[src/hw/rtl/xsr_pkg.sv]
// ----------------------------------------------------------------------------
// xsr_pkg
// Shared types and constants for the xoshiro256** generator with splitmix64
// seeding.
// ----------------------------------------------------------------------------
package xsr_pkg;

    localparam int WORD_W  = 64;
    localparam int HALF_W  = 32;
    localparam int BOUND_W = 32;
    localparam int OP_W    = 2;
    localparam int N_WORDS = 4;
    localparam int IDX_W   = 2;
    localparam int CNT_W   = 6;

    localparam logic [OP_W-1:0] OP_SEED    = 2'd0;
    localparam logic [OP_W-1:0] OP_NEXT    = 2'd1;
    localparam logic [OP_W-1:0] OP_BOUNDED = 2'd2;

    localparam logic [WORD_W-1:0] GOLDEN_GAMMA = 64'h9e3779b97f4a7c15;
    localparam logic [WORD_W-1:0] MIX_MUL_A    = 64'hbf58476d1ce4e5b9;
    localparam logic [WORD_W-1:0] MIX_MUL_B    = 64'h94d049bb133111eb;
    localparam int SHIFT_T = 17;
    localparam int ROT_S3  = 45;
    localparam int ROT_OUT = 7;

    localparam logic [IDX_W-1:0] LAST_WORD = IDX_W'(N_WORDS - 1);

    typedef struct packed {
        logic [OP_W-1:0]    op;
        logic [WORD_W-1:0]  seed_value;
        logic [BOUND_W-1:0] bound;
    } in_beat_t;

    typedef struct packed {
        logic [WORD_W-1:0] value;
        logic              bound_error;
    } out_beat_t;

    typedef struct packed {
        logic              start;
        logic [WORD_W-1:0] a;
        logic [WORD_W-1:0] b;
    } mul_req_t;

    typedef struct packed {
        logic              done;
        logic [WORD_W-1:0] product;
    } mul_rsp_t;

    typedef struct packed {
        logic               start;
        logic [WORD_W-1:0]  dividend;
        logic [BOUND_W-1:0] divisor;
    } mod_req_t;

    typedef struct packed {
        logic               done;
        logic [BOUND_W-1:0] remainder;
    } mod_rsp_t;

    typedef enum logic [2:0] {
        ST_IDLE,
        ST_MIX_A,
        ST_WAIT_A,
        ST_MIX_B,
        ST_WAIT_B,
        ST_MOD,
        ST_OUT
    } state_t;

    function automatic logic [WORD_W-1:0] rotl(input logic [WORD_W-1:0] v, input int amt);
        logic [2*WORD_W-1:0] w;
        w = {v, v} << amt;
        return w[2*WORD_W-1:WORD_W];
    endfunction

endpackage

[src/hw/rtl/xsr_mul.sv]
// ----------------------------------------------------------------------------
// xsr_mul
// Iterative 64-bit multiplier returning the low 64 bits of the product. One
// 32x32 multiplier is reused in turn for the three partial products.
// ----------------------------------------------------------------------------
module xsr_mul
    import xsr_pkg::*;
(
    input  logic     clk,
    input  logic     rst_n,
    input  mul_req_t req,
    output mul_rsp_t rsp
);

    logic [WORD_W-1:0] a_reg, a_next;
    logic [WORD_W-1:0] b_reg, b_next;
    logic [WORD_W-1:0] acc_reg, acc_next;
    logic [1:0]        step_reg, step_next;
    logic              busy_reg, busy_next;
    logic              done_reg, done_next;
    logic [HALF_W-1:0] mx;
    logic [HALF_W-1:0] my;
    logic [WORD_W-1:0] pp;

    always_comb
    begin
        mx = (step_reg == 2'd2) ? a_reg[WORD_W-1:HALF_W] : a_reg[HALF_W-1:0];
        my = (step_reg == 2'd1) ? b_reg[WORD_W-1:HALF_W] : b_reg[HALF_W-1:0];
        pp = WORD_W'(mx) * WORD_W'(my);
    end

    always_comb
    begin
        a_next    = a_reg;
        b_next    = b_reg;
        acc_next  = acc_reg;
        step_next = step_reg;
        busy_next = busy_reg;
        done_next = 1'b0;
        if (req.start)
        begin
            a_next    = req.a;
            b_next    = req.b;
            step_next = 2'd0;
            busy_next = 1'b1;
        end
        else if (busy_reg)
        begin
            case (step_reg)
                2'd0:
                begin
                    acc_next  = pp;
                    step_next = 2'd1;
                end
                2'd1:
                begin
                    acc_next[WORD_W-1:HALF_W] = acc_reg[WORD_W-1:HALF_W] + pp[HALF_W-1:0];
                    step_next = 2'd2;
                end
                default:
                begin
                    acc_next[WORD_W-1:HALF_W] = acc_reg[WORD_W-1:HALF_W] + pp[HALF_W-1:0];
                    busy_next = 1'b0;
                    done_next = 1'b1;
                end
            endcase
        end
    end

    always_ff @(posedge clk or negedge rst_n)
    begin
        if (!rst_n)
        begin
            step_reg <= 2'd0;
            busy_reg <= 1'b0;
            done_reg <= 1'b0;
        end
        else
        begin
            step_reg <= step_next;
            busy_reg <= busy_next;
            done_reg <= done_next;
        end
    end

    always_ff @(posedge clk)
    begin
        a_reg   <= a_next;
        b_reg   <= b_next;
        acc_reg <= acc_next;
    end

    assign rsp.done    = done_reg;
    assign rsp.product = acc_reg;

endmodule

[src/hw/rtl/xsr_mod.sv]
// ----------------------------------------------------------------------------
// xsr_mod
// Bit-serial remainder unit: 64-bit dividend modulo a nonzero 32-bit divisor,
// one restoring compare and subtract per cycle.
// ----------------------------------------------------------------------------
module xsr_mod
    import xsr_pkg::*;
(
    input  logic     clk,
    input  logic     rst_n,
    input  mod_req_t req,
    output mod_rsp_t rsp
);

    logic [WORD_W-1:0]  x_reg, x_next;
    logic [BOUND_W-1:0] d_reg, d_next;
    logic [BOUND_W-1:0] rem_reg, rem_next;
    logic [CNT_W-1:0]   cnt_reg, cnt_next;
    logic               busy_reg, busy_next;
    logic               done_reg, done_next;
    logic [BOUND_W:0]   trial;
    logic [BOUND_W:0]   diff;

    always_comb
    begin
        trial = {rem_reg, x_reg[WORD_W-1]};
        diff  = trial - {1'b0, d_reg};
    end

    always_comb
    begin
        x_next    = x_reg;
        d_next    = d_reg;
        rem_next  = rem_reg;
        cnt_next  = cnt_reg;
        busy_next = busy_reg;
        done_next = 1'b0;
        if (req.start)
        begin
            x_next    = req.dividend;
            d_next    = req.divisor;
            rem_next  = '0;
            cnt_next  = '0;
            busy_next = 1'b1;
        end
        else if (busy_reg)
        begin
            rem_next = (trial >= {1'b0, d_reg}) ? diff[BOUND_W-1:0] : trial[BOUND_W-1:0];
            x_next   = x_reg << 1;
            cnt_next = cnt_reg + CNT_W'(1);
            if (cnt_reg == CNT_W'(WORD_W - 1))
            begin
                busy_next = 1'b0;
                done_next = 1'b1;
            end
        end
    end

    always_ff @(posedge clk or negedge rst_n)
    begin
        if (!rst_n)
        begin
            cnt_reg  <= '0;
            busy_reg <= 1'b0;
            done_reg <= 1'b0;
        end
        else
        begin
            cnt_reg  <= cnt_next;
            busy_reg <= busy_next;
            done_reg <= done_next;
        end
    end

    always_ff @(posedge clk)
    begin
        x_reg   <= x_next;
        d_reg   <= d_next;
        rem_reg <= rem_next;
    end

    assign rsp.done      = done_reg;
    assign rsp.remainder = rem_reg;

endmodule

[src/hw/rtl/xoshiro256ss_prng_top.sv]
// ----------------------------------------------------------------------------
// xoshiro256ss_prng_top
// xoshiro256** generator with splitmix64 seeding, raw and bounded outputs.
//
//   Channel  Direction  Beat        Handshake
//   in       to block   in_beat_t   in_valid / in_stall
//   out      from block out_beat_t  out_valid / out_stall
//
// A raw next command goes from idle to the output state. A bounded command
// first waits in the remainder state on the bit-serial remainder unit (one
// bit per cycle); a zero bound goes straight to the output state. A seed
// command runs eight 64-bit multiplies on the shared multiplier, each a
// start state and a wait state. The input stays stalled until the block is
// back in idle. After reset the state is all zero. A stalled output holds
// its beat; a finished result waits in the last state until the output
// register is free.
// ----------------------------------------------------------------------------
module xoshiro256ss_prng_top
    import xsr_pkg::*;
(
    input  logic      clk,
    input  logic      rst_n,
    input  logic      in_valid,
    output logic      in_stall,
    input  in_beat_t  in_data,
    output logic      out_valid,
    input  logic      out_stall,
    output out_beat_t out_data
);

    state_t            state_reg, state_next;
    logic [WORD_W-1:0] s_reg [N_WORDS];
    logic [WORD_W-1:0] s_next [N_WORDS];
    logic [WORD_W-1:0] acc_reg, acc_next;
    logic [WORD_W-1:0] z_reg, z_next;
    logic [IDX_W-1:0]  idx_reg, idx_next;
    logic [WORD_W-1:0] res_reg, res_next;
    logic              err_reg, err_next;
    logic              out_valid_reg, out_valid_next;
    out_beat_t         out_data_reg, out_data_next;

    mul_req_t          mul_req;
    mul_rsp_t          mul_rsp;
    mod_req_t          mod_req;
    mod_rsp_t          mod_rsp;

    logic [WORD_W-1:0] adv_s [N_WORDS];
    logic [WORD_W-1:0] adv_out;
    logic [WORD_W-1:0] mul5;
    logic [WORD_W-1:0] rot7;
    logic [WORD_W-1:0] mix_word;
    logic              out_free;

    xsr_mul u_mul
    (
        .clk   (clk),
        .rst_n (rst_n),
        .req   (mul_req),
        .rsp   (mul_rsp)
    );

    xsr_mod u_mod
    (
        .clk   (clk),
        .rst_n (rst_n),
        .req   (mod_req),
        .rsp   (mod_rsp)
    );

    always_comb
    begin
        logic [WORD_W-1:0] t2;
        logic [WORD_W-1:0] t3;
        mul5     = s_reg[1] + (s_reg[1] << 2);
        rot7     = rotl(mul5, ROT_OUT);
        adv_out  = rot7 + (rot7 << 3);
        t2       = s_reg[2] ^ s_reg[0];
        t3       = s_reg[3] ^ s_reg[1];
        adv_s[1] = s_reg[1] ^ t2;
        adv_s[0] = s_reg[0] ^ t3;
        adv_s[2] = t2 ^ (s_reg[1] << SHIFT_T);
        adv_s[3] = rotl(t3, ROT_S3);
        mix_word = mul_rsp.product ^ (mul_rsp.product >> 31);
        out_free = !out_valid_reg || !out_stall;
    end

    always_comb
    begin
        state_next = state_reg;
        case (state_reg)
            ST_IDLE:
            begin
                if (in_valid)
                begin
                    case (in_data.op)
                        OP_SEED:    state_next = ST_MIX_A;
                        OP_NEXT:    state_next = ST_OUT;
                        OP_BOUNDED: state_next = (in_data.bound == '0) ? ST_OUT : ST_MOD;
                        default:    state_next = ST_IDLE;
                    endcase
                end
            end
            ST_MIX_A:  state_next = ST_WAIT_A;
            ST_WAIT_A: state_next = mul_rsp.done ? ST_MIX_B : ST_WAIT_A;
            ST_MIX_B:  state_next = ST_WAIT_B;
            ST_WAIT_B:
            begin
                if (mul_rsp.done)
                begin
                    state_next = (idx_reg == LAST_WORD) ? ST_IDLE : ST_MIX_A;
                end
            end
            ST_MOD:    state_next = mod_rsp.done ? ST_OUT : ST_MOD;
            ST_OUT:    state_next = out_free ? ST_IDLE : ST_OUT;
            default:   state_next = ST_IDLE;
        endcase
    end

    always_comb
    begin
        in_stall         = (state_reg != ST_IDLE);
        mul_req.start    = (state_reg == ST_MIX_A) || (state_reg == ST_MIX_B);
        mul_req.a        = (state_reg == ST_MIX_A) ? (acc_reg ^ (acc_reg >> 30))
                                                   : (z_reg ^ (z_reg >> 27));
        mul_req.b        = (state_reg == ST_MIX_A) ? MIX_MUL_A : MIX_MUL_B;
        mod_req.start    = (state_reg == ST_IDLE) && in_valid
                           && (in_data.op == OP_BOUNDED) && (in_data.bound != '0);
        mod_req.dividend = adv_out;
        mod_req.divisor  = in_data.bound;
    end

    always_comb
    begin
        s_next         = s_reg;
        acc_next       = acc_reg;
        z_next         = z_reg;
        idx_next       = idx_reg;
        res_next       = res_reg;
        err_next       = err_reg;
        out_data_next  = out_data_reg;
        out_valid_next = out_valid_reg && out_stall;
        case (state_reg)
            ST_IDLE:
            begin
                if (in_valid)
                begin
                    case (in_data.op)
                        OP_SEED:
                        begin
                            acc_next = in_data.seed_value + GOLDEN_GAMMA;
                            idx_next = '0;
                        end
                        OP_NEXT:
                        begin
                            s_next   = adv_s;
                            res_next = adv_out;
                            err_next = 1'b0;
                        end
                        OP_BOUNDED:
                        begin
                            s_next   = adv_s;
                            res_next = '0;
                            err_next = (in_data.bound == '0);
                        end
                        default:
                        begin
                            res_next = res_reg;
                        end
                    endcase
                end
            end
            ST_WAIT_A:
            begin
                if (mul_rsp.done)
                begin
                    z_next = mul_rsp.product;
                end
            end
            ST_WAIT_B:
            begin
                if (mul_rsp.done)
                begin
                    s_next[idx_reg] = mix_word;
                    acc_next        = acc_reg + GOLDEN_GAMMA;
                    idx_next        = idx_reg + IDX_W'(1);
                end
            end
            ST_MOD:
            begin
                if (mod_rsp.done)
                begin
                    res_next = {{(WORD_W-BOUND_W){1'b0}}, mod_rsp.remainder};
                end
            end
            ST_OUT:
            begin
                if (out_free)
                begin
                    out_data_next.value       = res_reg;
                    out_data_next.bound_error = err_reg;
                    out_valid_next            = 1'b1;
                end
            end
            default:
            begin
                res_next = res_reg;
            end
        endcase
    end

    always_ff @(posedge clk or negedge rst_n)
    begin
        if (!rst_n)
        begin
            state_reg     <= ST_IDLE;
            out_valid_reg <= 1'b0;
            idx_reg       <= '0;
            for (int i = 0; i < N_WORDS; i++)
            begin
                s_reg[i] <= '0;
            end
        end
        else
        begin
            state_reg     <= state_next;
            out_valid_reg <= out_valid_next;
            idx_reg       <= idx_next;
            s_reg         <= s_next;
        end
    end

    always_ff @(posedge clk)
    begin
        acc_reg      <= acc_next;
        z_reg        <= z_next;
        res_reg      <= res_next;
        err_reg      <= err_next;
        out_data_reg <= out_data_next;
    end

    assign out_valid = out_valid_reg;
    assign out_data  = out_data_reg;

endmodule

[config.mk]
export PLATFORM = sky130hd
export DESIGN_NAME = xoshiro256ss_prng_top
export DESIGN_NICKNAME = d
export VERILOG_FILES = /design/src/hw/rtl/xsr_pkg.sv /design/src/hw/rtl/xsr_mul.sv /design/src/hw/rtl/xsr_mod.sv /design/src/hw/rtl/xoshiro256ss_prng_top.sv
export SDC_FILE = /design/constraint.sdc
export NUM_CORES = 2
export LEC_CHECK = 0
export BUFFER_PORTS_ARGS = -buffer_cell sky130_fd_sc_hd__buf_2
export CORE_UTILIZATION = 25
export DETAILED_ROUTE_END_ITERATION = 10
export HOLD_SLACK_MARGIN = 0.08
export SKIP_CTS_REPAIR_TIMING = 1
export SYNTH_ARGS = -nofsm -noshare
export SYNTH_HDL_FRONTEND = slang
export SYNTH_SLANG_ARGS = --single-unit
export TNS_END_PERCENT = 30
[constraint.sdc]
create_clock -name clk -period 16.7 [get_ports clk]
set_input_delay 2.505 -clock clk [delete_from_list [all_inputs] [get_ports clk]]
set_output_delay 2.505 -clock clk [all_outputs]
set_load 0.005 [all_outputs]
## Yosys cells after proc, flatten, opt, wreduce, memory -nomap -nowiden

Cells that the tools add are included.

| word-level totals | value |
|---|---|
| flip-flop bits (word level) | 852 |
| bits of input ports | 102 |
| output and inout bits | 67 |
| word-level logic and storage cells | 155 |

| operators by class | value |
|---|---|
| add/sub/neg operators | 8 |
| $mul | 1 |
| order comparisons | 3 |
| equality and inequality tests | 18 |
| muxes and demuxes | 56 |
| bitwise operators | 10 |
| reduce and logical (&&, ||, !) cells | 33 |

Operators by type and width:

| kind | count |
|---|---|
| $mux W256 | 3 |
| $mux W64 | 9 |
| $pmux W256 S2 | 1 |
| $pmux W64 S2 | 3 |
| $xor A64 B64 Y64 | 5 |
| $bwmux W256 | 1 |
| $add A64 B64 Y64 | 2 |
| $add A64 B64 Y64 const B | 2 |
| $demux W64 S2 | 1 |
| $mux W32 | 4 |
| $mul A32 B32 Y64 | 1 |
| $xor A64 B33 Y64 | 1 |
| $xor A64 B34 Y64 | 1 |
| $xor A64 B37 Y64 | 1 |
| $mux W62 | 1 |
| $ge A33 B32 Y1 | 1 |
| $add A32 B32 Y32 | 1 |
| $logic_not A32 Y1 | 1 |
| $reduce_bool A32 Y1 | 1 |
| $sub A32 B32 Y32 | 1 |
| $pmux W3 S7 | 1 |
| $mux W1 | 16 |
| $mux W2 | 7 |
| $mux W6 | 2 |
| 30 further kinds | 62 |

## Depth between registers and ports, before layout

| depth | value |
|---|---|
| depth after elaboration | 8 |
| mapped depth | 44 |
| gate-level depth less buffers | 41 |

## Cells and area by module

From an unflattened synthesis, not the netlist that was laid out.

| unflattened totals | value |
|---|---|
| cell total of the unflattened synthesis | 8843 |
| area, all modules | 83473.8 um^2 |

By module, submodules not included:

| module | instances | cells an instance | area an instance (um^2) | sequential area each (um^2) |
|---|---|---|---|---|
| xsr_mul | 1 | 4300 | 41023.1 | 5865.6 |
| xoshiro256ss_prng_top | 1 | 3912 | 35193.8 | 14303.7 |
| xsr_mod | 1 | 631 | 7257.0 | 3723.6 |

## Least setup slack after synthesis

No wires, ideal clock.

| path | value |
|---|---|
| path type | reg2reg |
| start point | reg u_mul.step_reg[1] |
| end point | reg u_mul.acc_reg[63] (data pin) |
| setup time | 256 ps |
| arrival | 10144 ps |
| data required time | 16444 ps |
| setup slack | 6300 ps |
| cell stages (with the launch flop) | 40 |
| buffers on the path | 3 |
| clock period less this slack | 10400 ps |
| path through | dfrtp_1 -> nor2b_1 -> clkbuf_1 -> buf_1 -> clkbuf_1 -> mux2i_1 -> inv_1 -> nand2_1 -> o21ai_0 -> fa_1 -> fa_1 -> fa_1 -> inv_1 -> fa_1 -> inv_1 -> fa_1 -> inv_1 -> fa_1 -> (+4 left out) -> inv_1 -> ha_1 -> a21oi_1 -> o21ai_0 -> a31oi_1 -> o21ai_0 -> xor2_1 -> ha_1 -> nand4_1 -> nor2_1 -> nand3_1 -> a211oi_1 -> a221o_1 -> or4b_1 -> and3_1 -> a211oi_1 -> xnor2_1 -> o211a_1 |

| between the ends | value |
|---|---|
| word-level cells in the longest chain between the ends | 5 |
| elaborated cells on any way between the ends | 8 |
| those cells by class | add/sub: 1; mul: 1; eq/ne: 2; mux: 3; reduce/logical: 1 |

RTL lines:

| element | RTL line | source |
|---|---|---|
| start, declared | xsr_mul.sv:18 | `logic [1:0] step_reg, step_next;` |
| start signal, assigned | xsr_mul.sv:80 | `step_reg <= step_next;` |
| $eq A2 B2 Y1 or $eq A2 B1 Y1 (tied branches) | xsr_mul.sv:27, xsr_mul.sv:28 |  |
| $mux W32, on equally long branches | xsr_mul.sv:27, xsr_mul.sv:28 |  |
| $mul A32 B32 Y64 (*) | xsr_mul.sv:29 | `pp = WORD_W'(mx) * WORD_W'(my);` |
| via u_mul.pp[22] | xsr_mul.sv:23 | `logic [WORD_W-1:0] pp;` |
| $add A32 B32 Y32 (*) | xsr_mul.sv:57, xsr_mul.sv:62 |  |
| $mux W32 (*) | n/a |  |
| end signal, assigned | xsr_mul.sv:90 | `acc_reg <= acc_next;` |
| end, declared | xsr_mul.sv:17 | `logic [WORD_W-1:0] acc_reg, acc_next;` |

The timed path passes the listed nets; every way through them passes the cells marked *.
A chain may end at the register's enable or synchronous reset.

## Worst setup path after layout

Ends and elaborated chain as after synthesis.

==> impl_metrics.tcl <==
set metrics [dict create \
    final.min_clock_period_ns 11.59 \
    drt_wl_total_mm 270 \
    antenna_found_initial 20 \
    simple_gate_share_of_the_synthesized_area_pct 11.3 \
    multi_input_comb_area_mm2 0.0497 \
    synth_to_final_area_change_pct 10.6 \
    mostFrequentLayoutCell "sky130_fd_sc_hd__inv_1" \
    worst-endpoint-arrival_ns 12.05 \
    totalPowerFinal_uw 4210 \
    regToRegSetupSlack_ns 5.11 \
    proportion_of_synthesized_flip_flops_having_asynchronous_set_or_reset_pct 34.7 \
    end_kind "flop" \
    die_h_um 557 \
    parity_gate_share_of_the_synthesized_area_counting_xor_and_xnor_cells_pct 6.72 \
    first_iter_violations 5997 \
    dpl.hpwl_mm 218 \
    cell_area_synth_mm2 0.0770 \
    fp.coreArea_mm2 0.306 \
    start_util_pct 25.2 \
    avgViaCountPerCell 4.92 \
    clock_skew_ns 0.0423 \
    synth-seq-area-share_pct 28.6 \
    timing.rr.start "u_mul.step_reg[1]$_DFFE_PN0P_" \
    final_antenna_net_count 0 \
    critPathMaxFanout 22 \
    power_leakage_uw 0.0377 \
    largest_net_degree_at_the_start_of_global_routing 116 \
    synth_fp_nets 9550 \
    core.rowCount 203 \
    min_period_over_period_pct 69.4 \
    worst_pin_slew_ns 1.17 \
    yosys_most_used_dff "sky130_fd_sc_hd__edfxtp_1" \
    share_of_post_route_cells_with_drive_strength_above_1_pct 6.05 \
    critPathMaxStageDelay_ns 0.69 \
    status "completed" \
    synth_top_family_by_area "adder cells" \
    worst_r2r_endpoint "u_mul.acc_reg[63]$_DFFE_PP_" \
    path_clk_slew_ns 0.06 \
    die_width_um 557 \
    synth.mux.area_fraction_pct 1.71 \
    yosysWarnings 0 \
    worst_r2r_path_depth 37 \
    first_pass_grt_wire_length_mm 402 \
    fin_hold_viols 0 \
    edff_count_synth 484 \
    via_count_of_the_first_global_routing_pass 59651 \
    wl_met1_mm 116 \
    totalNegativeSetupSlack_ns 0 \
    nNetsFinal 9535 \
    min_path_type "flop to flop" \
    globalplace.congestion 1.00 \
    hold_path_end "out_data[33]$_DFFE_PP_" \
    num_io_pins 169 \
    whs_path_depth 0 \
    syn-instance-count 8099 \
    drt_drc 0 \
    path_class "flop to flop" \
    topRoutingLayerUsed "met5" \
    syn_avg_cell_area_um2 9.51 \
    groute.usage.overall_pct 17.3 \
    fin_worst_hold_slack_ns 0.420 \
    die-area_mm2 0.310 \
    worst_path_most_repeated_cell "sky130_fd_sc_hd__fa_1" \
    cts_tree "yes" \
    post_synth_fa_ha_maj_area_fraction_pct 29.9 \
    final_core_util_pct 27.8 \
    setup_viol_count_final 0 \
    synth.lib_cells_used.distinct 93 \
    tritoncts.num_buffers 84 \
    timing.critical_path.slowest_stage_cell "sky130_fd_sc_hd__fa_1" \
    clock_tree.buffer_depth 3 \
    routed-wl-met3_mm 20.7 \
    grt_setup_unrepaired "false" \
    cts_sinks 790 \
    num-fill-cells 32347 \
    ff_latch_area_mm2 0.0220 \
    relSlewSlack_pct 20.2 \
    number_of_flip_flops_under_the_largest_register_name 256 \
    routed-wl-met2_mm 117 \
    layout.cells.most_common_list "1079 x sky130_fd_sc_hd__inv_1, 823 x sky130_fd_sc_hd__fa_1, 796 x sky130_fd_sc_hd__nand2_1" \
    synth-compound-area-share_pct 14.6 \
    slew_viol_final 0 \
    powerDensity_mw_per_mm2 49.4 \
    via_count 60295 \
    cp-start-kind "flop" \
    firstDrtPassIters 6 \
    port_buffers 168 \
    yosys_register_bits 790 \
    critical_path_required_ns 17.16 \
    achievable-frequency_ghz 0.0863 \
    wl_cell_um 22.0 \
    global_route.overflow_total 0 \
    h_tree_lvls 3 \
    irDropWorstVdd_mv 0.0747 \
    clk_root_buffer_cell "sky130_fd_sc_hd__clkbuf_16" \
    timing.hold.worst.start "res_reg[32]$_SDFFCE_PP0P_" \
    cap_violations 0 \
    clk_latency_ns 0.71 \
]
[worst max-delay path by stage]
stage          slack [ns]                          end                           from  cells past startpoint
5_1_grt              4.48  u_mul.acc_reg[63]$_DFFE_PP_  u_mul.step_reg[1]$_DFFE_PN0P_                     37
3_5_place_dp         5.26  u_mul.acc_reg[63]$_DFFE_PP_  u_mul.step_reg[1]$_DFFE_PN0P_                     37
4_1_cts              5.18  u_mul.acc_reg[63]$_DFFE_PP_  u_mul.step_reg[1]$_DFFE_PN0P_                     37
3_3_place_gp         5.36  u_mul.acc_reg[63]$_DFFE_PP_  u_mul.step_reg[1]$_DFFE_PN0P_                     37
2_1_floorplan        6.30  u_mul.acc_reg[63]$_DFFE_PP_  u_mul.step_reg[1]$_DFFE_PN0P_                     39
6_report             5.11  u_mul.acc_reg[63]$_DFFE_PP_  u_mul.step_reg[1]$_DFFE_PN0P_                     37
[synthesized netlist by cell type, types with 9 or more instances]
master,instances,area share [%]
sky130_fd_sc_hd__a211o_1,13,0.15
sky130_fd_sc_hd__a211oi_1,27,0.26
sky130_fd_sc_hd__a21boi_0,27,0.26
sky130_fd_sc_hd__a21o_1,202,2.0
sky130_fd_sc_hd__a21oi_1,504,3.3
sky130_fd_sc_hd__a221o_1,11,0.14
sky130_fd_sc_hd__a221oi_1,127,1.4
sky130_fd_sc_hd__a22oi_1,19,0.19
sky130_fd_sc_hd__a31oi_1,67,0.54
sky130_fd_sc_hd__a41oi_1,12,0.14
sky130_fd_sc_hd__and2_1,52,0.42
sky130_fd_sc_hd__and3_1,66,0.54
sky130_fd_sc_hd__buf_1,34,0.17
sky130_fd_sc_hd__clkbuf_1,301,1.5
sky130_fd_sc_hd__dfrtp_1,274,8.9
sky130_fd_sc_hd__dfxtp_1,32,0.83
sky130_fd_sc_hd__edfxtp_1,484,19
sky130_fd_sc_hd__fa_1,823,21
sky130_fd_sc_hd__ha_1,526,8.5
sky130_fd_sc_hd__inv_1,1082,5.3
sky130_fd_sc_hd__mux2_2,44,0.64
sky130_fd_sc_hd__mux2i_1,80,1.0
sky130_fd_sc_hd__nand2_1,797,3.9
sky130_fd_sc_hd__nand2b_1,42,0.34
sky130_fd_sc_hd__nand3_1,111,0.72
sky130_fd_sc_hd__nand4_1,54,0.44
sky130_fd_sc_hd__nor2_1,713,3.5
sky130_fd_sc_hd__nor2b_1,32,0.26
sky130_fd_sc_hd__nor3_1,42,0.27
sky130_fd_sc_hd__nor3b_1,9,0.088
sky130_fd_sc_hd__nor4_1,24,0.19
sky130_fd_sc_hd__o211ai_1,12,0.12
sky130_fd_sc_hd__o21a_1,27,0.26
sky130_fd_sc_hd__o21ai_0,519,3.4
sky130_fd_sc_hd__o21ai_1,10,0.065
sky130_fd_sc_hd__o21bai_1,40,0.39
sky130_fd_sc_hd__o221a_2,16,0.23
sky130_fd_sc_hd__o22a_1,33,0.38
sky130_fd_sc_hd__o22ai_1,35,0.28
sky130_fd_sc_hd__o31ai_1,17,0.17
sky130_fd_sc_hd__or2_2,22,0.18
sky130_fd_sc_hd__or3_1,15,0.12
sky130_fd_sc_hd__xnor2_1,407,4.6
sky130_fd_sc_hd__xor2_1,179,2.0
[per-stage QoR]
step,cell area (um2),setup slack [ns],std cells
after floorplan,77000,6.30,8099
after global placement,82400,5.36,12098
after detailed placement,82400,5.26,12098
after CTS,85200,5.18,12253
after global routing,85200,4.48,12260
final,85200,5.11,12265
[layer usage]
metal  up-vias  GRT usage [%]
met4        10           9.03
met1     30070           23.6
met2      2471           26.0
met5         -              0
met3       506           2.96
li1      27238              -
[power breakdown]
group	internal (uW)	switching, uW	leakage (uW)
combinational	67.8	106	0.0281
clock	1080	864	0.00134
sequential	2080	15.0	0.00822
[critical path: cells and delay by family, from the launching register on]
family | cells | cell delay [ns]
AO/OA/AOI/OAI | 9 | 1.99
XOR/XNOR | 2 | 0.44
adder cells (fa/ha/maj) | 10 | 4.87
buffers and inverters | 8 | 1.10
flip-flops | 1 | 0.52
multiplexers | 1 | 0.65
AND/OR/NAND/NOR | 7 | 1.76
[cell families after synthesis]
kind of cell,Yosys count
muxes,125
other,1
xor gates and xnor gates,588
adders and majority gates,1349
and+or+nand+nor,2017
AOI/OAI and AO/OA,1797
buffers and inverters,1432
DFF,790
[final cells by class]
| type | instances | share of cell area (%) |
|---|---|---|
| Antenna cell | 12 | 0.0352 |
| Clock buffer | 113 | 2.72 |
| Timing Repair Buffer | 246 | 1.69 |
| Inverter | 1085 | 4.78 |
| Multi-Input combinational cell | 5877 | 58.3 |
| Clock inverter | 42 | 0.562 |
| Sequential cell | 790 | 25.9 |
| Tap cell | 4100 | 6.02 |
No activity file was read; power rests on OpenSTA's default activity.
